===== src/sv/prc_pkg.sv =====
`timescale 1ns / 1ps
// ----------------------------------------------------------------------------
// prc_pkg
// shared constants, types and the arctangent table of the converter
// ----------------------------------------------------------------------------
package prc_pkg;

  localparam int CORDIC_STAGES_DEF = 24;
  localparam int XW = 44;
  localparam int ZW = 34;

  localparam logic [1:0] FORM_RECT  = 2'd0;
  localparam logic [1:0] FORM_POLAR = 2'd1;

  localparam logic signed [ZW-1:0] PI_Q28      = ZW'(843314857);
  localparam logic signed [ZW-1:0] HALF_PI_Q28 = ZW'(421657428);
  localparam logic [31:0]          GAIN_Q32    = 32'd2608131496;
  localparam logic signed [31:0]   DEG2RAD_Q36 = 32'sd1199381129;
  localparam logic signed [25:0]   FULL_TURN   = 26'sd23592960;
  localparam logic signed [25:0]   HALF_TURN   = 26'sd11796480;
  localparam logic [12:0]          TURN_RECIP  = 13'd5825;

  typedef struct packed {
    logic [1:0]            form;
    logic signed [31:0]    a;
    logic signed [31:0]    b;
    logic signed [31:0]    ang;
    logic                  zero;
    logic signed [XW-1:0]  x;
    logic signed [XW-1:0]  y;
    logic signed [ZW-1:0]  z;
  } prc_beat_t;

  function automatic logic signed [ZW-1:0] atan_q28(input int idx);
    logic signed [ZW-1:0] v;
    case (idx)
      0:  v = ZW'(210828714);
      1:  v = ZW'(124459457);
      2:  v = ZW'(65760959);
      3:  v = ZW'(33381290);
      4:  v = ZW'(16755422);
      5:  v = ZW'(8385879);
      6:  v = ZW'(4193963);
      7:  v = ZW'(2097109);
      8:  v = ZW'(1048571);
      9:  v = ZW'(524287);
      10: v = ZW'(262144);
      11: v = ZW'(131072);
      12: v = ZW'(65536);
      13: v = ZW'(32768);
      14: v = ZW'(16384);
      15: v = ZW'(8192);
      16: v = ZW'(4096);
      17: v = ZW'(2048);
      18: v = ZW'(1024);
      19: v = ZW'(512);
      20: v = ZW'(256);
      21: v = ZW'(128);
      22: v = ZW'(64);
      23: v = ZW'(32);
      24: v = ZW'(16);
      25: v = ZW'(8);
      26: v = ZW'(4);
      27: v = ZW'(2);
      28: v = ZW'(1);
      default: v = '0;
    endcase
    return v;
  endfunction

endpackage


===== src/sv/prc_back.sv =====
`timescale 1ns / 1ps
// ----------------------------------------------------------------------------
// prc_back
// gain compensation, rounding and the output register
// ----------------------------------------------------------------------------
module prc_back import prc_pkg::*; (
  input  logic               clk_i,
  input  logic               rst_ni,
  input  logic               en_i,
  input  logic               valid_i,
  input  prc_beat_t          beat_i,
  output logic               valid_o,
  output logic signed [31:0] x_coord_o,
  output logic signed [31:0] y_coord_o,
  output logic signed [33:0] magnitude_o,
  output logic signed [31:0] angle_rad_o,
  output logic               mode_out_o,
  output logic               bad_form_o
);

  logic               v1_q, valid_q;
  logic [1:0]         form1_q;
  logic signed [31:0] a1_q, b1_q, ang1_q, z1_q, xr1_q, yr1_q;
  logic               zero1_q;
  logic [63:0]        plo1_q;
  logic [42:0]        phi1_q;

  logic [42:0]        xc;
  logic signed [XW-1:0] xr, yr;

  logic [43:0]        gm;
  logic [43:0]        mr;
  logic signed [31:0] x_d, y_d, ang_d;
  logic signed [33:0] mag_d;
  logic               mode_d, bad_d;
  logic signed [31:0] x_q, y_q, ang_q;
  logic signed [33:0] mag_q;
  logic               mode_q, bad_q;

  always_comb begin
    xc = beat_i.x[XW-1] ? '0 : 43'(beat_i.x);
    xr = (beat_i.x + XW'(128)) >>> 8;
    yr = (beat_i.y + XW'(128)) >>> 8;
  end

  always_comb begin
    gm    = 44'(phi1_q) + 44'((plo1_q + 64'h8000_0000) >> 32);
    mr    = (gm + 44'd128) >> 8;
    x_d   = '0;
    y_d   = '0;
    mag_d = '0;
    ang_d = '0;
    mode_d = 1'b0;
    bad_d  = 1'b0;
    case (form1_q)
      FORM_RECT: begin
        x_d = a1_q;
        y_d = b1_q;
        if (!zero1_q) begin
          mag_d = 34'(mr);
          ang_d = z1_q;
        end
      end
      FORM_POLAR: begin
        x_d    = xr1_q;
        y_d    = yr1_q;
        mag_d  = 34'(a1_q);
        ang_d  = ang1_q;
        mode_d = 1'b1;
      end
      default: begin
        bad_d = 1'b1;
      end
    endcase
  end

  always_ff @(posedge clk_i or negedge rst_ni) begin
    if (!rst_ni) begin
      v1_q    <= 1'b0;
      valid_q <= 1'b0;
    end else if (en_i) begin
      v1_q    <= valid_i;
      valid_q <= v1_q;
    end
  end

  always_ff @(posedge clk_i) begin
    if (en_i) begin
      form1_q <= beat_i.form;
      a1_q    <= beat_i.a;
      b1_q    <= beat_i.b;
      ang1_q  <= beat_i.ang;
      zero1_q <= beat_i.zero;
      z1_q    <= 32'(beat_i.z);
      plo1_q  <= 64'(xc[31:0]) * 64'(GAIN_Q32);
      phi1_q  <= 43'(xc[42:32]) * 43'(GAIN_Q32);
      xr1_q   <= 32'(xr);
      yr1_q   <= 32'(yr);
      x_q     <= x_d;
      y_q     <= y_d;
      mag_q   <= mag_d;
      ang_q   <= ang_d;
      mode_q  <= mode_d;
      bad_q   <= bad_d;
    end
  end

  assign valid_o     = valid_q;
  assign x_coord_o   = x_q;
  assign y_coord_o   = y_q;
  assign magnitude_o = mag_q;
  assign angle_rad_o = ang_q;
  assign mode_out_o  = mode_q;
  assign bad_form_o  = bad_q;

endmodule

===== config.mk =====
export PLATFORM = sky130hd
export DESIGN_NAME = prc_back
export DESIGN_NICKNAME = d
export VERILOG_FILES = /design/src/sv/prc_pkg.sv /design/src/sv/prc_back.sv
export SDC_FILE = /design/constraint.sdc
export NUM_CORES = 2
export LEC_CHECK = 0
export BUFFER_PORTS_ARGS = -buffer_cell sky130_fd_sc_hd__buf_2
export CORE_UTILIZATION = 45
export DETAILED_ROUTE_END_ITERATION = 16
export SLEW_MARGIN = 20
export SYNTH_ARGS = -nofsm -noshare
export SYNTH_HDL_FRONTEND = slang
export SYNTH_SLANG_ARGS = --single-unit

===== constraint.sdc =====
create_clock -name clk_i -period 13 [get_ports clk_i]
set_input_delay 0.65 -clock clk_i [delete_from_list [all_inputs] [get_ports clk_i]]
set_output_delay 0.65 -clock clk_i [all_outputs]
set_load 0.02 [all_outputs]

==> impl_metrics.ini <==
[critical_path]
crit_type = input pin to flip-flop
reg2reg_depth = 20
startpoint_type = input pin
cp_common_cell = fa_1
cp.depth = 28
arrival_ps = 9360
slowest_stage = fa_1
cp_max_fo = 45
endpoint = plo1_q[62]$_DFFE_PP_
startpoint = beat_i[121]
worstPathRequired_ps = 13390
cp_num_buf_inv = 8
max_stage_delay_ps = 590
cp_top_family = adder cells
crit_path_end_kind = flip-flop
reg2reg_from = plo1_q[32]$_DFFE_PP_
regToRegSetupSlack_ps = 7810
r2r-end = magnitude_o[33]$_DFFE_PP_

[floorplan]
die_y_um = 302.9
num_io_pins = 358
core_area_um2 = 89060
start_util = 0.4574
dieArea_um2 = 91730
die_w_um = 302.9
num_rows = 109

[cts]
post_cts_buffers = 0
cts_sinks = 401
clockRootBuffer = clkbuf_16
path_clk_slew_ps = 70
cts_buffers = 42
postCtsResizedCells = 0
cts_hold_buffers = 1
cts.htree.levels = 2
cts_tree = yes
clk_latency_ps = 600
clockBufferDepth = 3

[timing]
final_hold_viol_count = 0
fmax_mhz = 111.4
max_slew_margin = 0.2727
period_share = 0.6905
rsz0062_at_grt = no
tightest_slew_ps = 1089
final_max_slew_viol_count = 0
min_period_ps = 8977
clock_skew_ps = 50.34
finalSetupTns_ps = 0
setup_violations = 0

[synth]
syn_avg_cell_area_um2 = 11.38
synth_cell_types = 74
synth-compound-area-share = 0.05962
yosysMostFrequentCell = inv_1
synthAdderAreaFrac = 0.4339
synth_edf_count = 399
synth_warnings = 0
ys.flop_type = edfxtp_1
ys_async_sr_fraction = 0.004988
synth_mux_area_frac = 0.01680
synth.area.top_cells = edfxtp_1, fa_1, ha_1
ys_top_cells_by_count = inv_1, fa_1, ha_1
synth-seq-cells = 401
synth_top_family_by_area = adder cells
yosysSeqAreaShare = 0.2953
netlist_instances = 3580
synth_nets = 4881
synth-simple-area-share = 0.06487
synth_top_area_share = 0.2941
synth-xor-area-share = 0.04257
yosysTopAreaCell = edfxtp_1
syn_area_um2 = 40740

[route]
wirelength_um = 109500
vias = 26269
wire_per_inst_um = 21.29
drt_iter0_drc = 1620
first_pass_iters = 5
final_antenna_net_count = 0
drc = 0
vias_per_cell = 5.107

[job]
maxCapViolCount = 0

[hold_path]
hold_path_depth = 1
hold_class = input pin to flip-flop

[global_routing]
grt_pass1_vias = 26600
grt_pass1_wl_um = 163400
grt_start_max_net_pins = 129
gr-total-overflow = 0
track_usage = 0.2414
antenna_found_initial = 21

[final_layout]
drive_above_1_share = 0.1140
syn2layout_area_growth_pct = 11.34
final_nets = 5240

[placed_design]
place_congestion = 0.9803
hpwl_um = 93500
io_buffers = 344

[run_status]
status = finished, final reports clean
## metal layers
layer	vias up	wire length (um)	track usage
met1	12956	48050	0.3332
met4	28	3080	0.06616
met2	794	48990	0.3777
met3	150	9155	0.06058
li1	12341	-	-
met5	-	210	0
## cells by family after synthesis
group | Yosys count
adders and majority gates | 1076
muxes | 68
and+or+nand+nor | 534
xor gates and xnor gates | 198
DFF | 401
AOI/OAI and AO/OA | 360
buffers and inverters | 943
## sequential cells by signal, summed over array words and instances, names as in the netlist
name / count
bad_form_o: 1
phi1_q: 39
a1_q: 32
mode_out_o: 1
b1_q: 32
angle_rad_o: 32
zero1_q: 1
v1_q: 1
xr1_q: 32
y_coord_o: 32
x_coord_o: 32
form1_q: 2
z1_q: 32
plo1_q: 33
yr1_q: 32
ang1_q: 32
valid_o: 1
magnitude_o: 34
## how the worst min path moves through the flow
stage,start,endpoint
final,beat_i[152],ang1_q[29]$_DFFE_PP_
after global routing,beat_i[154],ang1_q[31]$_DFFE_PP_
after CTS,beat_i[218],a1_q[31]$_DFFE_PP_
after detailed placement,rst_ni,v1_q$_DFFE_PN0P_
after global placement,rst_ni,v1_q$_DFFE_PN0P_
after floorplan,rst_ni,v1_q$_DFFE_PN0P_
## cell type report
cell class	count	area [um2]
well taps	1165	1458
multi-input cells	2236	25180
inverters	893	3352
clock buffers	54	1096
flip-flops and latches	401	12030
clock inverters	23	330.3
fillers	8039	43700
diodes	7	17.52
repair buffers	365	1892
## worst reg2reg max path, cell delays in order, from the launching register on
cell	delay, ps
edfxtp_1	320
and4_4	260
nand4_1	150
nor2_1	240
and4_1	300
and4_1	340
nand3_1	150
nor2_1	240
and3_1	250
nand3_1	110
xnor2_1	200
ha_1	270
ha_1	400
and3_1	230
and3_1	200
o2111a_1	190
o21ai_1	120
a31oi_2	470
o2111ai_1	230
mux2_2	270
nand3_1	70
## through the flow
| stage | cells | hold slack, ps | worst slack [ps] | utilization | area, um2 |
|---|---|---|---|---|---|
| 6_report | 5144 | 212.7 | 4023 | 0.5093 | 45350 |
| 5_1_grt | 5138 | 197.9 | 3632 | 0.5091 | 45340 |
| 4_1_cts | 5137 | 187.4 | 4090 | 0.5091 | 45340 |
| 3_5_place_dp | 5059 | 437.5 | 3460 | 0.4930 | 43900 |
| 3_3_place_gp | 5059 | 435.3 | 3574 | 0.4929 | 43900 |
| 2_1_floorplan | 3580 | 354.4 | 4908 | - | 40740 |
## cell usage in the layout (no fill, tap or decap), types with 71 or more instances in the layout
| cell | instances |
|---|---|
| buf_2 | 343 |
| a21oi_1 | 100 |
| xnor2_1 | 123 |
| fa_1 | 561 |
| nand2_1 | 121 |
| inv_1 | 893 |
| xor2_1 | 75 |
| ha_1 | 515 |
| nor2_1 | 144 |
| o21ai_0 | 71 |
| edfxtp_1 | 399 |
Power is not shown: default switching activity piles up to over one toggle a cycle in this logic, so the estimate is an artifact.
