## config.mk

```make
export PLATFORM = sky130hd
export DESIGN_NAME = prc_front
export DESIGN_NICKNAME = d
export VERILOG_FILES = /design/src/sv/prc_pkg.sv /design/src/sv/prc_front.sv
export SDC_FILE = /design/constraint.sdc
export NUM_CORES = 2
export LEC_CHECK = 0
export BUFFER_PORTS_ARGS = -buffer_cell sky130_fd_sc_hd__buf_4
export CAP_MARGIN = 10
export CORE_AREA = 3 3 386 388
export DETAILED_ROUTE_END_ITERATION = 7
export DIE_AREA = 0 0 389 391
export PLACE_DENSITY = 0.74
export SLEW_MARGIN = 20
export SYNTH_ARGS = -nofsm -noshare
export SYNTH_HDL_FRONTEND = slang
export SYNTH_SLANG_ARGS = --single-unit
```

## constraint.sdc

```tcl
create_clock -name clk_i -period 10 [get_ports clk_i]
set_clock_uncertainty 0.2 [all_clocks]
set_input_delay 2 -clock clk_i [delete_from_list [all_inputs] [get_ports clk_i]]
set_output_delay 2 -clock clk_i [all_outputs]
set_load 0.02 [all_outputs]
```

## src/sv/prc_pkg.sv

```systemverilog
`timescale 1ns / 1ps
// ----------------------------------------------------------------------------
// prc_pkg
// shared constants, types and the arctangent table of the converter
// ----------------------------------------------------------------------------
package prc_pkg;

  localparam int CORDIC_STAGES_DEF = 24;
  localparam int XW = 44;
  localparam int ZW = 34;

  localparam logic [1:0] FORM_RECT  = 2'd0;
  localparam logic [1:0] FORM_POLAR = 2'd1;

  localparam logic signed [ZW-1:0] PI_Q28      = ZW'(843314857);
  localparam logic signed [ZW-1:0] HALF_PI_Q28 = ZW'(421657428);
  localparam logic [31:0]          GAIN_Q32    = 32'd2608131496;
  localparam logic signed [31:0]   DEG2RAD_Q36 = 32'sd1199381129;
  localparam logic signed [25:0]   FULL_TURN   = 26'sd23592960;
  localparam logic signed [25:0]   HALF_TURN   = 26'sd11796480;
  localparam logic [12:0]          TURN_RECIP  = 13'd5825;

  typedef struct packed {
    logic [1:0]            form;
    logic signed [31:0]    a;
    logic signed [31:0]    b;
    logic signed [31:0]    ang;
    logic                  zero;
    logic signed [XW-1:0]  x;
    logic signed [XW-1:0]  y;
    logic signed [ZW-1:0]  z;
  } prc_beat_t;

  function automatic logic signed [ZW-1:0] atan_q28(input int idx);
    logic signed [ZW-1:0] v;
    case (idx)
      0:  v = ZW'(210828714);
      1:  v = ZW'(124459457);
      2:  v = ZW'(65760959);
      3:  v = ZW'(33381290);
      4:  v = ZW'(16755422);
      5:  v = ZW'(8385879);
      6:  v = ZW'(4193963);
      7:  v = ZW'(2097109);
      8:  v = ZW'(1048571);
      9:  v = ZW'(524287);
      10: v = ZW'(262144);
      11: v = ZW'(131072);
      12: v = ZW'(65536);
      13: v = ZW'(32768);
      14: v = ZW'(16384);
      15: v = ZW'(8192);
      16: v = ZW'(4096);
      17: v = ZW'(2048);
      18: v = ZW'(1024);
      19: v = ZW'(512);
      20: v = ZW'(256);
      21: v = ZW'(128);
      22: v = ZW'(64);
      23: v = ZW'(32);
      24: v = ZW'(16);
      25: v = ZW'(8);
      26: v = ZW'(4);
      27: v = ZW'(2);
      28: v = ZW'(1);
      default: v = '0;
    endcase
    return v;
  endfunction

endpackage

```

## src/sv/prc_front.sv

```systemverilog
`timescale 1ns / 1ps
// ----------------------------------------------------------------------------
// prc_front
// angle reduction, gain precompensation and start vector of the cell chain
// ----------------------------------------------------------------------------
module prc_front import prc_pkg::*; (
  input  logic               clk_i,
  input  logic               rst_ni,
  input  logic               en_i,
  input  logic               valid_i,
  input  logic [1:0]         form_i,
  input  logic signed [31:0] a_i,
  input  logic signed [31:0] b_i,
  output logic               valid_o,
  output prc_beat_t          beat_o
);

  logic               v1_q, v2_q, v3_q;
  logic [1:0]         form1_q, form2_q;
  logic signed [31:0] a1_q, b1_q, a2_q, b2_q;
  logic               bneg1_q, aneg1_q;
  logic [31:0]        absb1_q;
  logic [44:0]        qp1_q;
  logic signed [62:0] degp1_q;
  logic [63:0]        gp1_q;
  logic signed [25:0] r2_q;
  logic signed [31:0] ang2_q;
  logic signed [XW-1:0] xg2_q;
  prc_beat_t          beat_q;

  logic [31:0]        absb, absa;
  logic [44:0]        qp_d;
  logic signed [62:0] degp_d;
  logic [63:0]        gp_d;

  logic [7:0]         quo;
  logic [32:0]        rem;
  logic signed [25:0] r_d;
  logic signed [62:0] angp;
  logic [40:0]        gmag;
  logic signed [XW-1:0] xg_d;

  logic signed [56:0] zp;
  logic signed [ZW-1:0] zr;
  prc_beat_t          beat_d;
  logic signed [XW-1:0] ax, by;

  always_comb begin
    absb   = b_i[31] ? 32'(-b_i) : 32'(b_i);
    absa   = a_i[31] ? 32'(-a_i) : 32'(a_i);
    qp_d   = 45'(absb) * 45'(TURN_RECIP);
    degp_d = 63'(b_i) * 63'(DEG2RAD_Q36);
    gp_d   = 64'(absa) * 64'(GAIN_Q32);
  end

  // exact remainder by the full turn, then into (-180, 180]
  always_comb begin
    quo = qp1_q[44:37];
    rem = 33'(absb1_q) - 33'(quo) * 33'(FULL_TURN);
    if (rem >= 33'(FULL_TURN)) begin
      rem = rem - 33'(FULL_TURN);
    end
    r_d = bneg1_q ? -26'(rem) : 26'(rem);
    if (r_d > HALF_TURN) begin
      r_d = r_d - FULL_TURN;
    end
    if (r_d <= -HALF_TURN) begin
      r_d = r_d + FULL_TURN;
    end
    angp = (degp1_q + 63'sd8388608) >>> 24;
    gmag = 41'((gp1_q + 64'd8388608) >> 24);
    xg_d = aneg1_q ? -XW'(gmag) : XW'(gmag);
  end

  always_comb begin
    zp = (57'(r2_q) * 57'(DEG2RAD_Q36) + 57'sd8388608) >>> 24;
    zr = ZW'(zp);
    ax = XW'(a2_q) <<< 8;
    by = XW'(b2_q) <<< 8;
    beat_d.form = form2_q;
    beat_d.a    = a2_q;
    beat_d.b    = b2_q;
    beat_d.ang  = ang2_q;
    beat_d.zero = (a2_q == '0) && (b2_q == '0);
    if (form2_q == FORM_POLAR) begin
      beat_d.y = '0;
      if (zr > HALF_PI_Q28) begin
        beat_d.z = zr - PI_Q28;
        beat_d.x = -xg2_q;
      end else if (zr < -HALF_PI_Q28) begin
        beat_d.z = zr + PI_Q28;
        beat_d.x = -xg2_q;
      end else begin
        beat_d.z = zr;
        beat_d.x = xg2_q;
      end
    end else if (ax < 0) begin
      beat_d.z = (by >= 0) ? PI_Q28 : -PI_Q28;
      beat_d.x = -ax;
      beat_d.y = -by;
    end else begin
      beat_d.z = '0;
      beat_d.x = ax;
      beat_d.y = by;
    end
  end

  always_ff @(posedge clk_i or negedge rst_ni) begin
    if (!rst_ni) begin
      v1_q <= 1'b0;
      v2_q <= 1'b0;
      v3_q <= 1'b0;
    end else if (en_i) begin
      v1_q <= valid_i;
      v2_q <= v1_q;
      v3_q <= v2_q;
    end
  end

  always_ff @(posedge clk_i) begin
    if (en_i) begin
      form1_q <= form_i;
      a1_q    <= a_i;
      b1_q    <= b_i;
      bneg1_q <= b_i[31];
      aneg1_q <= a_i[31];
      absb1_q <= absb;
      qp1_q   <= qp_d;
      degp1_q <= degp_d;
      gp1_q   <= gp_d;
      form2_q <= form1_q;
      a2_q    <= a1_q;
      b2_q    <= b1_q;
      r2_q    <= r_d;
      ang2_q  <= 32'(angp);
      xg2_q   <= xg_d;
      beat_q  <= beat_d;
    end
  end

  assign valid_o = v3_q;
  assign beat_o  = beat_q;

endmodule

```

==> results.sh <==
export IMPL_crit_path_top_delay_cell="fa_1"
export IMPL_timing_slew_headroom_pct=30.7
export IMPL_cts_buffers=66
export IMPL_port_buffers=283
export IMPL_cts_tree="yes"
export IMPL_crit_path_frequent_cell="fa_1"
export IMPL_hold_viol_final=0
export IMPL_syn_avg_cell_area_um2=10.9
export IMPL_yosysSeqAreaShare_pct=21.0
export IMPL_drv_slew=0
export IMPL_synth_top_area_share_pct=32.0
export IMPL_grt_usage_pct=29.6
export IMPL_placeableCoreArea_um2=146000
export IMPL_start_util_pct=55.0
export IMPL_pre_cts_slack_ps=-2150
export IMPL_yosysMostFrequentCell="inv_1"
export IMPL_setup_viol=32
export IMPL_clock_tree_root_cell="clkbuf_16"
export IMPL_grt_ovfl_total=0
export IMPL_async_flop_share_pct=0.534
export IMPL_fin_ws_ps=-1230
export IMPL_synth_edff_count=559
export IMPL_grt_pass1_vias=60100
export IMPL_worstPathRequired_ps=10180
export IMPL_ys_types=111
export IMPL_syn_to_final_growth_pct=15.2
export IMPL_avgViaCountPerCell=5.45
export IMPL_min_from="b1_q[10]$_DFFE_PP_"
export IMPL_insertion_delay_ps=690
export IMPL_cts_sinks=562
export IMPL_fin_crit_sh_pct=112
export IMPL_drc_errors=0
export IMPL_syn_inst=7382
export IMPL_grt_setup_unrepaired="yes"
export IMPL_num_rows=140
export IMPL_die_w_um=389
export IMPL_max_stage_delay_ps=560
export IMPL_gp_congestion=1.03
export IMPL_path_max_fanout=4
export IMPL_antenna_found_initial=4
export IMPL_die_y_um=391
export IMPL_drt_pass1_iterations=5
export IMPL_holdCritPathClass="register to register"
export IMPL_place_hpwl_um=188000
export IMPL_fin_crit_ps=11230
export IMPL_reg2reg_from="r2_q[5]$_DFFE_PP_"
export IMPL_finalNetCount=10800
export IMPL_ys_ff_latch=562
export IMPL_critPathKind="input pin to register"
export IMPL_grt_max_degree=137
export IMPL_r2r_end="beat_o[91]$_DFFE_PP_"
export IMPL_dieArea_um2=152000
export IMPL_fin_util_pct=63.4
export IMPL_crit_arrival_ps=11410
export IMPL_synth_warnings=0
export IMPL_hold_ws_ps=194
export IMPL_synth_largest_area_cell="fa_1"
export IMPL_io_pins=292
export IMPL_end_kind="register"
export IMPL_grt_first_pass_wirelength_um=345000
export IMPL_cap_violations=0
export IMPL_rr_worst_depth=30
export IMPL_failed_checks="setup timing"
export IMPL_hold_path_cell_count=0
export IMPL_cts_buffer_depth=3
export IMPL_ant_nets=0
export IMPL_drt_iter0_drc=3636
export IMPL_drive_gt1_share_pct=15.0
export IMPL_clkSlewWorstSetupHoldPaths_ps=60
export IMPL_worst_slew_pin_slew_ps=1040
export IMPL_r2r_setup_slack_ps=280
export IMPL_fmax_ghz=0.0890
export IMPL_h_tree_depth=3
export IMPL_cp_start_kind="input pin"
export IMPL_wl_per_cell_um=21.5
export IMPL_hold_end="b2_q[10]$_DFFE_PP_"
export IMPL_num_vias=55800
export IMPL_yosys_top_cells_area="fa_1, edfxtp_1, ha_1, inv_1, xnor2_1"
export IMPL_yosys_top_cells_count="inv_1, fa_1, ha_1"
export IMPL_synth_area_um2=80200
export IMPL_status="finished with violations"
export IMPL_finalWirelength_um=220000
export IMPL_yosys_most_used_dff="edfxtp_1"
-- metrics by stage --
stage | cell area (µm²) | TNS (ps) | cells
2_1_floorplan | 80700 | -19670 | 7389
3_3_place_gp | 89400 | -55420 | 10100
4_1_cts | 91800 | -19390 | 10200
3_5_place_dp | 89400 | -58080 | 10100
6_report | 92400 | -22460 | 10200
5_1_grt | 92400 | -30270 | 10200
-- logic make-up (layout without fill, tap and decap cells) --
logic type | after synthesis | count (layout) | synth area share (%)
fa+ha+maj | 2482 | 2482 | 50.7
other cells | 1 | 9 | 0.00468
xor+xnor | 460 | 460 | 5.09
compound gates | 820 | 820 | 6.88
flops | 562 | 562 | 21.0
mux | 25 | 25 | 0.363
buf+inv | 1986 | 2917 | 9.40
simple gates | 1046 | 1046 | 6.52
-- registers in the layout (all words and copies together), names as in the netlist --
name and flops:
a1_q 32, b2_q 32, b1_q 32, a2_q 32, absb1_q 31, v2_q 1, valid_o 1, ang2_q 32
r2_q 25, form1_q 2, qp1_q 8, gp1_q 41, xg2_q 44, v1_q 1, beat_o 213, degp1_q 33
form2_q 2
-- area by class of cell --
type | instances | area [µm²]
inverter | 1885 | 7100
clock buffer | 81 | 1710
timing repair buffer | 919 | 7090
sequential | 562 | 16900
fill | 11500 | 53400
antenna | 1 | 2.50
clock inverter | 32 | 340
tap | 1917 | 2400
multi-input combinational | 4841 | 56900
-- cell usage in the layout, fill, tap and decap left out, drive strengths merged, types with 66 or more instances in the layout --
master,netlist,final
a21o,66,66
buf,25,919
xor2,166,166
nor2,270,270
inv,1885,1889
a21oi,175,175
o21ai,209,209
fa,1283,1283
clkbuf,76,81
edfxtp,559,559
nand3,106,106
xnor2,294,294
ha,1199,1199
nor3,70,70
nand2,248,248
-- how the worst max path moves through the flow --
stage                 start                   to  slack (ps)
global placement     a_i[0]  gp1_q[63]$_DFFE_PP_       -2130
finish               a_i[1]  gp1_q[54]$_DFFE_PP_       -1230
CTS                  a_i[1]  gp1_q[60]$_DFFE_PP_       -1120
floorplan           a_i[12]  gp1_q[63]$_DFFE_PP_       -1300
detailed placement   a_i[0]  gp1_q[63]$_DFFE_PP_       -2150
global route         a_i[1]  gp1_q[54]$_DFFE_PP_       -1470
-- worst max-delay path, delay by kind of cell --
family	cells	cell delay, ps
AND/OR/NAND/NOR	12	2420
AO/OA/AOI/OAI	8	1640
XOR/XNOR	2	150
buffers and inverters	9	970
adder cells (fa/ha/maj)	10	4220
-- layer usage --
layer  track usage (%)  share of wire [%]  wire length, µm
met5                 0             0.0045               10
met4              9.55                3.7             8180
met3              5.96                7.1            15500
met2              48.4                 47           104000
met1              39.9                 42            92400
-- timing repair --
action                     in CTS  in global routing
gates cloned                    0                  0
hold buffers                    0                  0
setup endpoints to repair      33                 83
pin swaps                      67                 89
setup buffers                  24                 26
gates resized for setup        52                 77
Power is not shown: default switching activity piles up to over one toggle a cycle in this logic, so the estimate is an artifact.
