## src/sv/prc_pkg.sv

```systemverilog
`timescale 1ns / 1ps
// ----------------------------------------------------------------------------
// prc_pkg
// shared constants, types and the arctangent table of the converter
// ----------------------------------------------------------------------------
package prc_pkg;

  localparam int CORDIC_STAGES_DEF = 24;
  localparam int XW = 44;
  localparam int ZW = 34;

  localparam logic [1:0] FORM_RECT  = 2'd0;
  localparam logic [1:0] FORM_POLAR = 2'd1;

  localparam logic signed [ZW-1:0] PI_Q28      = ZW'(843314857);
  localparam logic signed [ZW-1:0] HALF_PI_Q28 = ZW'(421657428);
  localparam logic [31:0]          GAIN_Q32    = 32'd2608131496;
  localparam logic signed [31:0]   DEG2RAD_Q36 = 32'sd1199381129;
  localparam logic signed [25:0]   FULL_TURN   = 26'sd23592960;
  localparam logic signed [25:0]   HALF_TURN   = 26'sd11796480;
  localparam logic [12:0]          TURN_RECIP  = 13'd5825;

  typedef struct packed {
    logic [1:0]            form;
    logic signed [31:0]    a;
    logic signed [31:0]    b;
    logic signed [31:0]    ang;
    logic                  zero;
    logic signed [XW-1:0]  x;
    logic signed [XW-1:0]  y;
    logic signed [ZW-1:0]  z;
  } prc_beat_t;

  function automatic logic signed [ZW-1:0] atan_q28(input int idx);
    logic signed [ZW-1:0] v;
    case (idx)
      0:  v = ZW'(210828714);
      1:  v = ZW'(124459457);
      2:  v = ZW'(65760959);
      3:  v = ZW'(33381290);
      4:  v = ZW'(16755422);
      5:  v = ZW'(8385879);
      6:  v = ZW'(4193963);
      7:  v = ZW'(2097109);
      8:  v = ZW'(1048571);
      9:  v = ZW'(524287);
      10: v = ZW'(262144);
      11: v = ZW'(131072);
      12: v = ZW'(65536);
      13: v = ZW'(32768);
      14: v = ZW'(16384);
      15: v = ZW'(8192);
      16: v = ZW'(4096);
      17: v = ZW'(2048);
      18: v = ZW'(1024);
      19: v = ZW'(512);
      20: v = ZW'(256);
      21: v = ZW'(128);
      22: v = ZW'(64);
      23: v = ZW'(32);
      24: v = ZW'(16);
      25: v = ZW'(8);
      26: v = ZW'(4);
      27: v = ZW'(2);
      28: v = ZW'(1);
      default: v = '0;
    endcase
    return v;
  endfunction

endpackage

```

## src/sv/prc_cell.sv

```systemverilog
`timescale 1ns / 1ps
// ----------------------------------------------------------------------------
// prc_cell
// one cordic micro-rotation, vectoring or rotating by the form of the beat
// ----------------------------------------------------------------------------
module prc_cell import prc_pkg::*; #(
  parameter int SHIFT = 0
) (
  input  logic      clk_i,
  input  logic      rst_ni,
  input  logic      en_i,
  input  logic      valid_i,
  input  prc_beat_t beat_i,
  output logic      valid_o,
  output prc_beat_t beat_o
);

  localparam logic signed [ZW-1:0] ATAN = atan_q28(SHIFT);

  logic      valid_q;
  prc_beat_t beat_q, beat_d;
  logic      s;
  logic signed [XW-1:0] dx, dy;

  always_comb begin
    dx = beat_i.y >>> SHIFT;
    dy = beat_i.x >>> SHIFT;
    s  = (beat_i.form == FORM_POLAR) ? (beat_i.z < 0) : (beat_i.y >= 0);
    beat_d   = beat_i;
    beat_d.x = s ? beat_i.x + dx : beat_i.x - dx;
    beat_d.y = s ? beat_i.y - dy : beat_i.y + dy;
    beat_d.z = s ? beat_i.z + ATAN : beat_i.z - ATAN;
  end

  always_ff @(posedge clk_i or negedge rst_ni) begin
    if (!rst_ni) begin
      valid_q <= 1'b0;
    end else if (en_i) begin
      valid_q <= valid_i;
    end
  end

  always_ff @(posedge clk_i) begin
    if (en_i) begin
      beat_q <= beat_d;
    end
  end

  assign valid_o = valid_q;
  assign beat_o  = beat_q;

endmodule

```

## config.mk

```make
export PLATFORM = sky130hd
export DESIGN_NAME = prc_cell
export DESIGN_NICKNAME = d
export VERILOG_FILES = /design/src/sv/prc_pkg.sv /design/src/sv/prc_cell.sv
export SDC_FILE = /design/constraint.sdc
export NUM_CORES = 1
export LEC_CHECK = 0
export ABC_AREA = 1
export BUFFER_PORTS_ARGS = -buffer_cell sky130_fd_sc_hd__buf_2
export CAP_MARGIN = 10
export CORE_AREA = 2 2 188 190
export DETAILED_ROUTE_END_ITERATION = 6
export DIE_AREA = 0 0 190 192
export PLACE_DENSITY_LB_ADDON = 0.12
export SETUP_SLACK_MARGIN = 0.05
export SYNTH_ARGS = -nofsm -noshare
export SYNTH_HDL_FRONTEND = slang
export SYNTH_SLANG_ARGS = --single-unit
export TNS_END_PERCENT = 5
```

## constraint.sdc

```tcl
create_clock -name clk_i -period 0.9 [get_ports clk_i]
set_input_delay 0.135 -clock clk_i [delete_from_list [all_inputs] [get_ports clk_i]]
set_output_delay 0.135 -clock clk_i [all_outputs]
set_load 0.05 [all_outputs]
```

==> flow_summary_export.csv, run 1 <==
group,metric,value,unit
clocking,cts_buffers,25,
clocking,htreeDepth,1,
yosys,syn_area_per_cell,7.02,um^2
yosys,yosysTopAreaCell,"edfxtp_1",
yosys,synth_edf_count,220,
placed_design,portBuffers,446,
placed_design,place_area,0.0267,mm^2
yosys,yosysSeqAreaShare,34.9,%
global_route,grt_pass1_vias,37446,
run_status,tool.error,"[ERROR GRT-0116] Global routing finished with congestion. Check the congestion regions in the DRC Viewer.",
yosys,synth_top_area_share,34.7,%
global_route,grt_max_degree,90,
yosys,synthTopCellsByArea,"edfxtp_1 35%, nand2_1 15%, ha_1 9.3%",
yosys,async_flop_share,0.452,%
yosys,synth_ff_type,"edfxtp_1",
global_route,overflow,1285,
die,initial_utilization,55.5,%
yosys,syn_inst,2711,
die,rows,68,
placed_design,finalWeightedCongestion,1.08,
global_route,grt_pass1_wl,247000,um
yosys,syn-num-nets,3080,
run_status,failing_step,"global routing (5_1_grt)",
clocking,cts_root_buf,"clkbuf_16",
yosys,ys_ff_latch,221,
global_route,grt_usage,88.3,%
placed_design,hpwl,69600,um
clocking,clock-sinks,221,
yosys,synth.distinct_cells,50,
die,die_w,190,um
yosys,ys_warn_count,0,
yosys,netlist_area,0.0190,mm^2
die,io_pins,447,
die,die_y,192,um
clocking,cts_buffer_depth,3,
run_status,run_status,"stopped before the end",
[cell families after synthesis]
logic type / after synthesis / share of synthesized area (%)
multiplexers: 5 / 0.270
AND/OR/NAND/NOR: 1347 / 29.8
buffers and inverters: 473 / 9.99
AO/OA/AOI/OAI: 475 / 13.3
flip-flops: 221 / 34.9
XOR/XNOR: 46 / 2.16
adder cells (fa/ha/maj): 144 / 9.59
[per-layer routing]
layer,GRT overflow,GRT usage [%]
met3,38,72.4
met5,3,49.2
met1,20,81.2
met2,870,110
met4,354,96.1
[Yosys cell counts, types with 2 or more instances]
library cell    n
a21boi_0        7
nor2_2          9
a21o_1          4
a41oi_1         3
o21a_1          8
edfxtp_1      220
o21ai_1        20
nand2_4         8
a21oi_2         4
nand4_1        28
buf_2          38
o21ai_0       180
nand2_2        30
nand3b_1        3
nand3_2         2
inv_1         403
nor4_1          3
ha_1          141
a21oi_1       218
o211ai_1       10
clkbuf_1        7
and2_1          2
fa_1            3
xor2_1         44
o21bai_1       17
or2_2           2
buf_1           2
nand2_1       742
nor3_1         17
mux2i_1         4
buf_4          11
inv_2           8
nor2_1        254
nand3_1       243
[per-stage QoR]
step | setup TNS, ns | setup WS, ns | cells | util [%] | hold slack (ns)
after CTS | -157.56 | -0.652 | 4422 | 94.8 | -0.0761
after detailed placement | -177.40 | -1.82 | 4199 | 77.9 | -0.0892
after global placement | -168.29 | -1.81 | 4199 | 77.9 | -0.0895
after floorplan | -110.34 | -1.23 | 2711 | - | -0.161
[timing repair]
| item | in CTS |
|---|---|
| gates resized for setup | 938 |
| buffers inserted | 70 |
| setup endpoints to repair | 340 |
| hold buffers | 106 |
| endpoints found under the hold margin | 105 |
| cloned | 3 |
| pin swaps | 235 |
==> inputs of run 2 (changes only) <==
--- a/config.mk
+++ b/config.mk
@@ -8,11 +8,10 @@
 export ABC_AREA = 1
 export BUFFER_PORTS_ARGS = -buffer_cell sky130_fd_sc_hd__buf_2
 export CAP_MARGIN = 10
-export CORE_AREA = 2 2 188 190
+export CORE_AREA = 2 2 222 224
 export DETAILED_ROUTE_END_ITERATION = 6
-export DIE_AREA = 0 0 190 192
-export PLACE_DENSITY_LB_ADDON = 0.12
-export SETUP_SLACK_MARGIN = 0.05
+export DIE_AREA = 0 0 224 226
+export PLACE_DENSITY_LB_ADDON = 0.15
 export SYNTH_ARGS = -nofsm -noshare
 export SYNTH_HDL_FRONTEND = slang
 export SYNTH_SLANG_ARGS = --single-unit
==> flow_summary_export.csv, run 2 <==
group,metric,value,unit
yosys,yosysMostFrequentCell,"nand2_1",
yosys,syn_inst,2711,
critical_path,crit_buf_inv,2,
global_route,met2_usage,64.5,%
layout,register_area,0.00663,mm^2
timing,setup_viol,338,
route,drtIter0Drc,1756,
global_route,overflow,0,
die,rows,81,
pwr,power_leakage,17.3,nW
yosys,syn_area_per_cell,7.02,um^2
pwr,total_power,0.0503,W
yosys,synthTopCellsByArea,"edfxtp_1 35%, nand2_1 15%, ha_1 9.3%",
global_route,grt_max_degree,40,
clocking,htreeDepth,1,
global_route,antenna_found_initial,4,
clocking,cts_root_buf,"clkbuf_16",
critical_path,path_cells,"buf_2, ha_4, nand2_8, nor2_4, inv_1, o21bai_4, nand3_1, nand2_1, nand2_1, nand2_1, nand2_1, nand3_1, nand2_2",
die,die-area,0.0506,mm^2
layout,multi_input_area,0.0150,mm^2
yosys,ys_ff_latch,221,
global_route,grt_pass1_wl,142000,um
die,io_pins,447,
layout,fill_cells,3615,
critical_path,crit_arrival,1.96,ns
critical_path,cpMaxStageDelayCell,"ha_4",
critical_path,critPathKind,"primary input to flip-flop",
timing,clock-skew-final,0,ns
placed_design,portBuffers,446,
die,core,0.0483,mm^2
critical_path,worst_ep_required_time,1.22,ns
critical_path,crit_family,"simple AND/OR/NAND/NOR gates",
timing,finalHoldViolCount,0,
run_status,violations,"negative setup slack",
worst_hold_path,hold_class,"primary input to flip-flop",
yosys,syn-num-nets,3080,
clocking,clk_pin_slew_worst_paths,0.06,ns
yosys,synth.distinct_cells,50,
clocking,clk_latency,0.59,ns
run_status,run_status,"finished, violations left",
timing,finalWorstSetupSlack,-0.743,ns
route,vias,24920,
pwr,power_density,1420,mW/mm^2
global_route,met3_usage,4.36,%
timing,tightest_slew,0.565,ns
critical_path,crit_top_cell,"nand2_1",
route,final_antenna_net_count,0,
critical_path,worstPathMaxFanout,8,
die,die_y,226,um
global_route,grt_usage,36.9,%
clocking,clock-sinks,221,
layout,fin_cells,4738,
layout,area_growth_syn_to_layout,86.8,%
critical_path,reg2reg_setup_slack,0.15,ns
timing,rsz0062_at_grt,"true",
timing,final.period_utilization,183,%
pwr,ir_drop,1360,uV
layout,layout-drive-gt1-share,55.6,%
route,routed_wl,98900,um
global_route,top_usage_layer,"met2",
yosys,synth_ff_type,"edfxtp_1",
yosys,synth_common_cells,"742 x nand2_1, 403 x inv_1, 254 x nor2_1, 243 x nand3_1, 220 x edfxtp_1",
yosys,ys_warn_count,0,
layout,final_nets,4462,
critical_path,max_stage_delay,0.44,ns
run,maxCapViolations,0,
critical_path,end_kind,"flip-flop",
route,drc,0,
yosys,synth_top_area_share,34.7,%
yosys,yosysTopAreaCell,"edfxtp_1",
global_route,grt_use_met1,41.4,%
clocking,cts_buffers,26,
yosys,netlist_area,0.0190,mm^2
yosys,synth_edf_count,220,
placed_design,finalWeightedCongestion,1.05,
route,wl_per_cell,20.9,um
critical_path,critPathLaunchType,"primary input",
yosys,yosysSeqAreaShare,34.9,%
global_route,grt_pass1_vias,25042,
timing,hold_slack,0.0199,ns
placed_design,dp_slack,-1.94,ns
placed_design,hpwl,76700,um
yosys,async_flop_share,0.452,%
layout,final_common_cell,"buf_4",
timing,drv_slew,0,
die,initial_utilization,39.3,%
layout,mostFrequentLayoutCells,"761 x buf_4, 499 x nand2_1, 405 x buf_2, 301 x inv_1, 220 x edfxtp_1",
timing,fin_crit,1.64,ns
clocking,tritoncts,"done",
route,vias_per_cell,5.26,
layout,largest_reg_flops,220,
timing,fmax,0.608,GHz
die,die_w,224,um
clocking,cts_buffer_depth,3,
timing,timing.slew.headroom,62.3,%
route,firstDrtPassIters,6,
placed_design,dp.cells,4449,
run 2: cell counts after synthesis:
No cell type changed its count.
run 2: worst paths after layout:
check | cells past startpoint | endpoint | from
worst max register to register | 1 | valid_o | valid_o
worst min register to register | 1 | valid_o | valid_o
min in group asynchronous | 3 | valid_o | rst_ni
worst min-delay path | 2 | beat_o[116] | en_i
worst max-delay path | 13 | beat_o[109] | beat_i[84]
max in group asynchronous | 3 | valid_o | rst_ni
run 2: kinds of logic after synthesis:
logic type / synth area share (%)
buf+inv: 9.99
fa+ha+maj: 9.59
compound gates: 13.3
mux: 0.270
xor+xnor: 2.16
simple gates: 29.8
flops: 34.9
run 2: cell type report:
class | instances | area share (%)
Timing Repair Buffer | 1414 | 29.8
Inverter | 411 | 4.55
Clock inverter | 18 | 0.571
Antenna cell | 5 | 0.0352
Tap cell | 622 | 2.19
Sequential cell | 221 | 18.7
Multi-Input combinational cell | 2019 | 42.3
Clock buffer | 28 | 1.85
run 2: timing repair:
item | in CTS | in global routing
gates resized for setup | 912 | 514
pin swaps | 227 | 278
gates cloned | 1 | 1
setup endpoints to repair | 340 | 339
setup buffers | 69 | 65
endpoints found under the hold margin | 107 | 0
hold buffers | 106 | 0
run 2: through the flow:
stage | utilization [%] | area [um^2] | TNS, ns
floorplan | - | 19300 | -110.34
CTS | 68.5 | 33100 | -159.99
global placement | 57.1 | 27600 | -185.76
global route | 73.5 | 35500 | -178.14
finish | 73.5 | 35500 | -162.75
detailed placement | 57.1 | 27600 | -187.10
run 2: routing by layer:
layer | part of all wire [%] | wire length (um)
met1 | 37 | 36700
met2 | 48 | 47200
met3 | 6.1 | 6080
met4 | 9.0 | 8860
met5 | 0 | 0
run 2: power breakdown:
part           switching [W]  total [W]  internal [W]  leakage, nW
Sequential          0.000424     0.0133        0.0129         2.16
Combinational         0.0162     0.0260       0.00984         14.7
Clock                0.00472     0.0109       0.00619        0.422
Power figures use the tool's default switching activity.
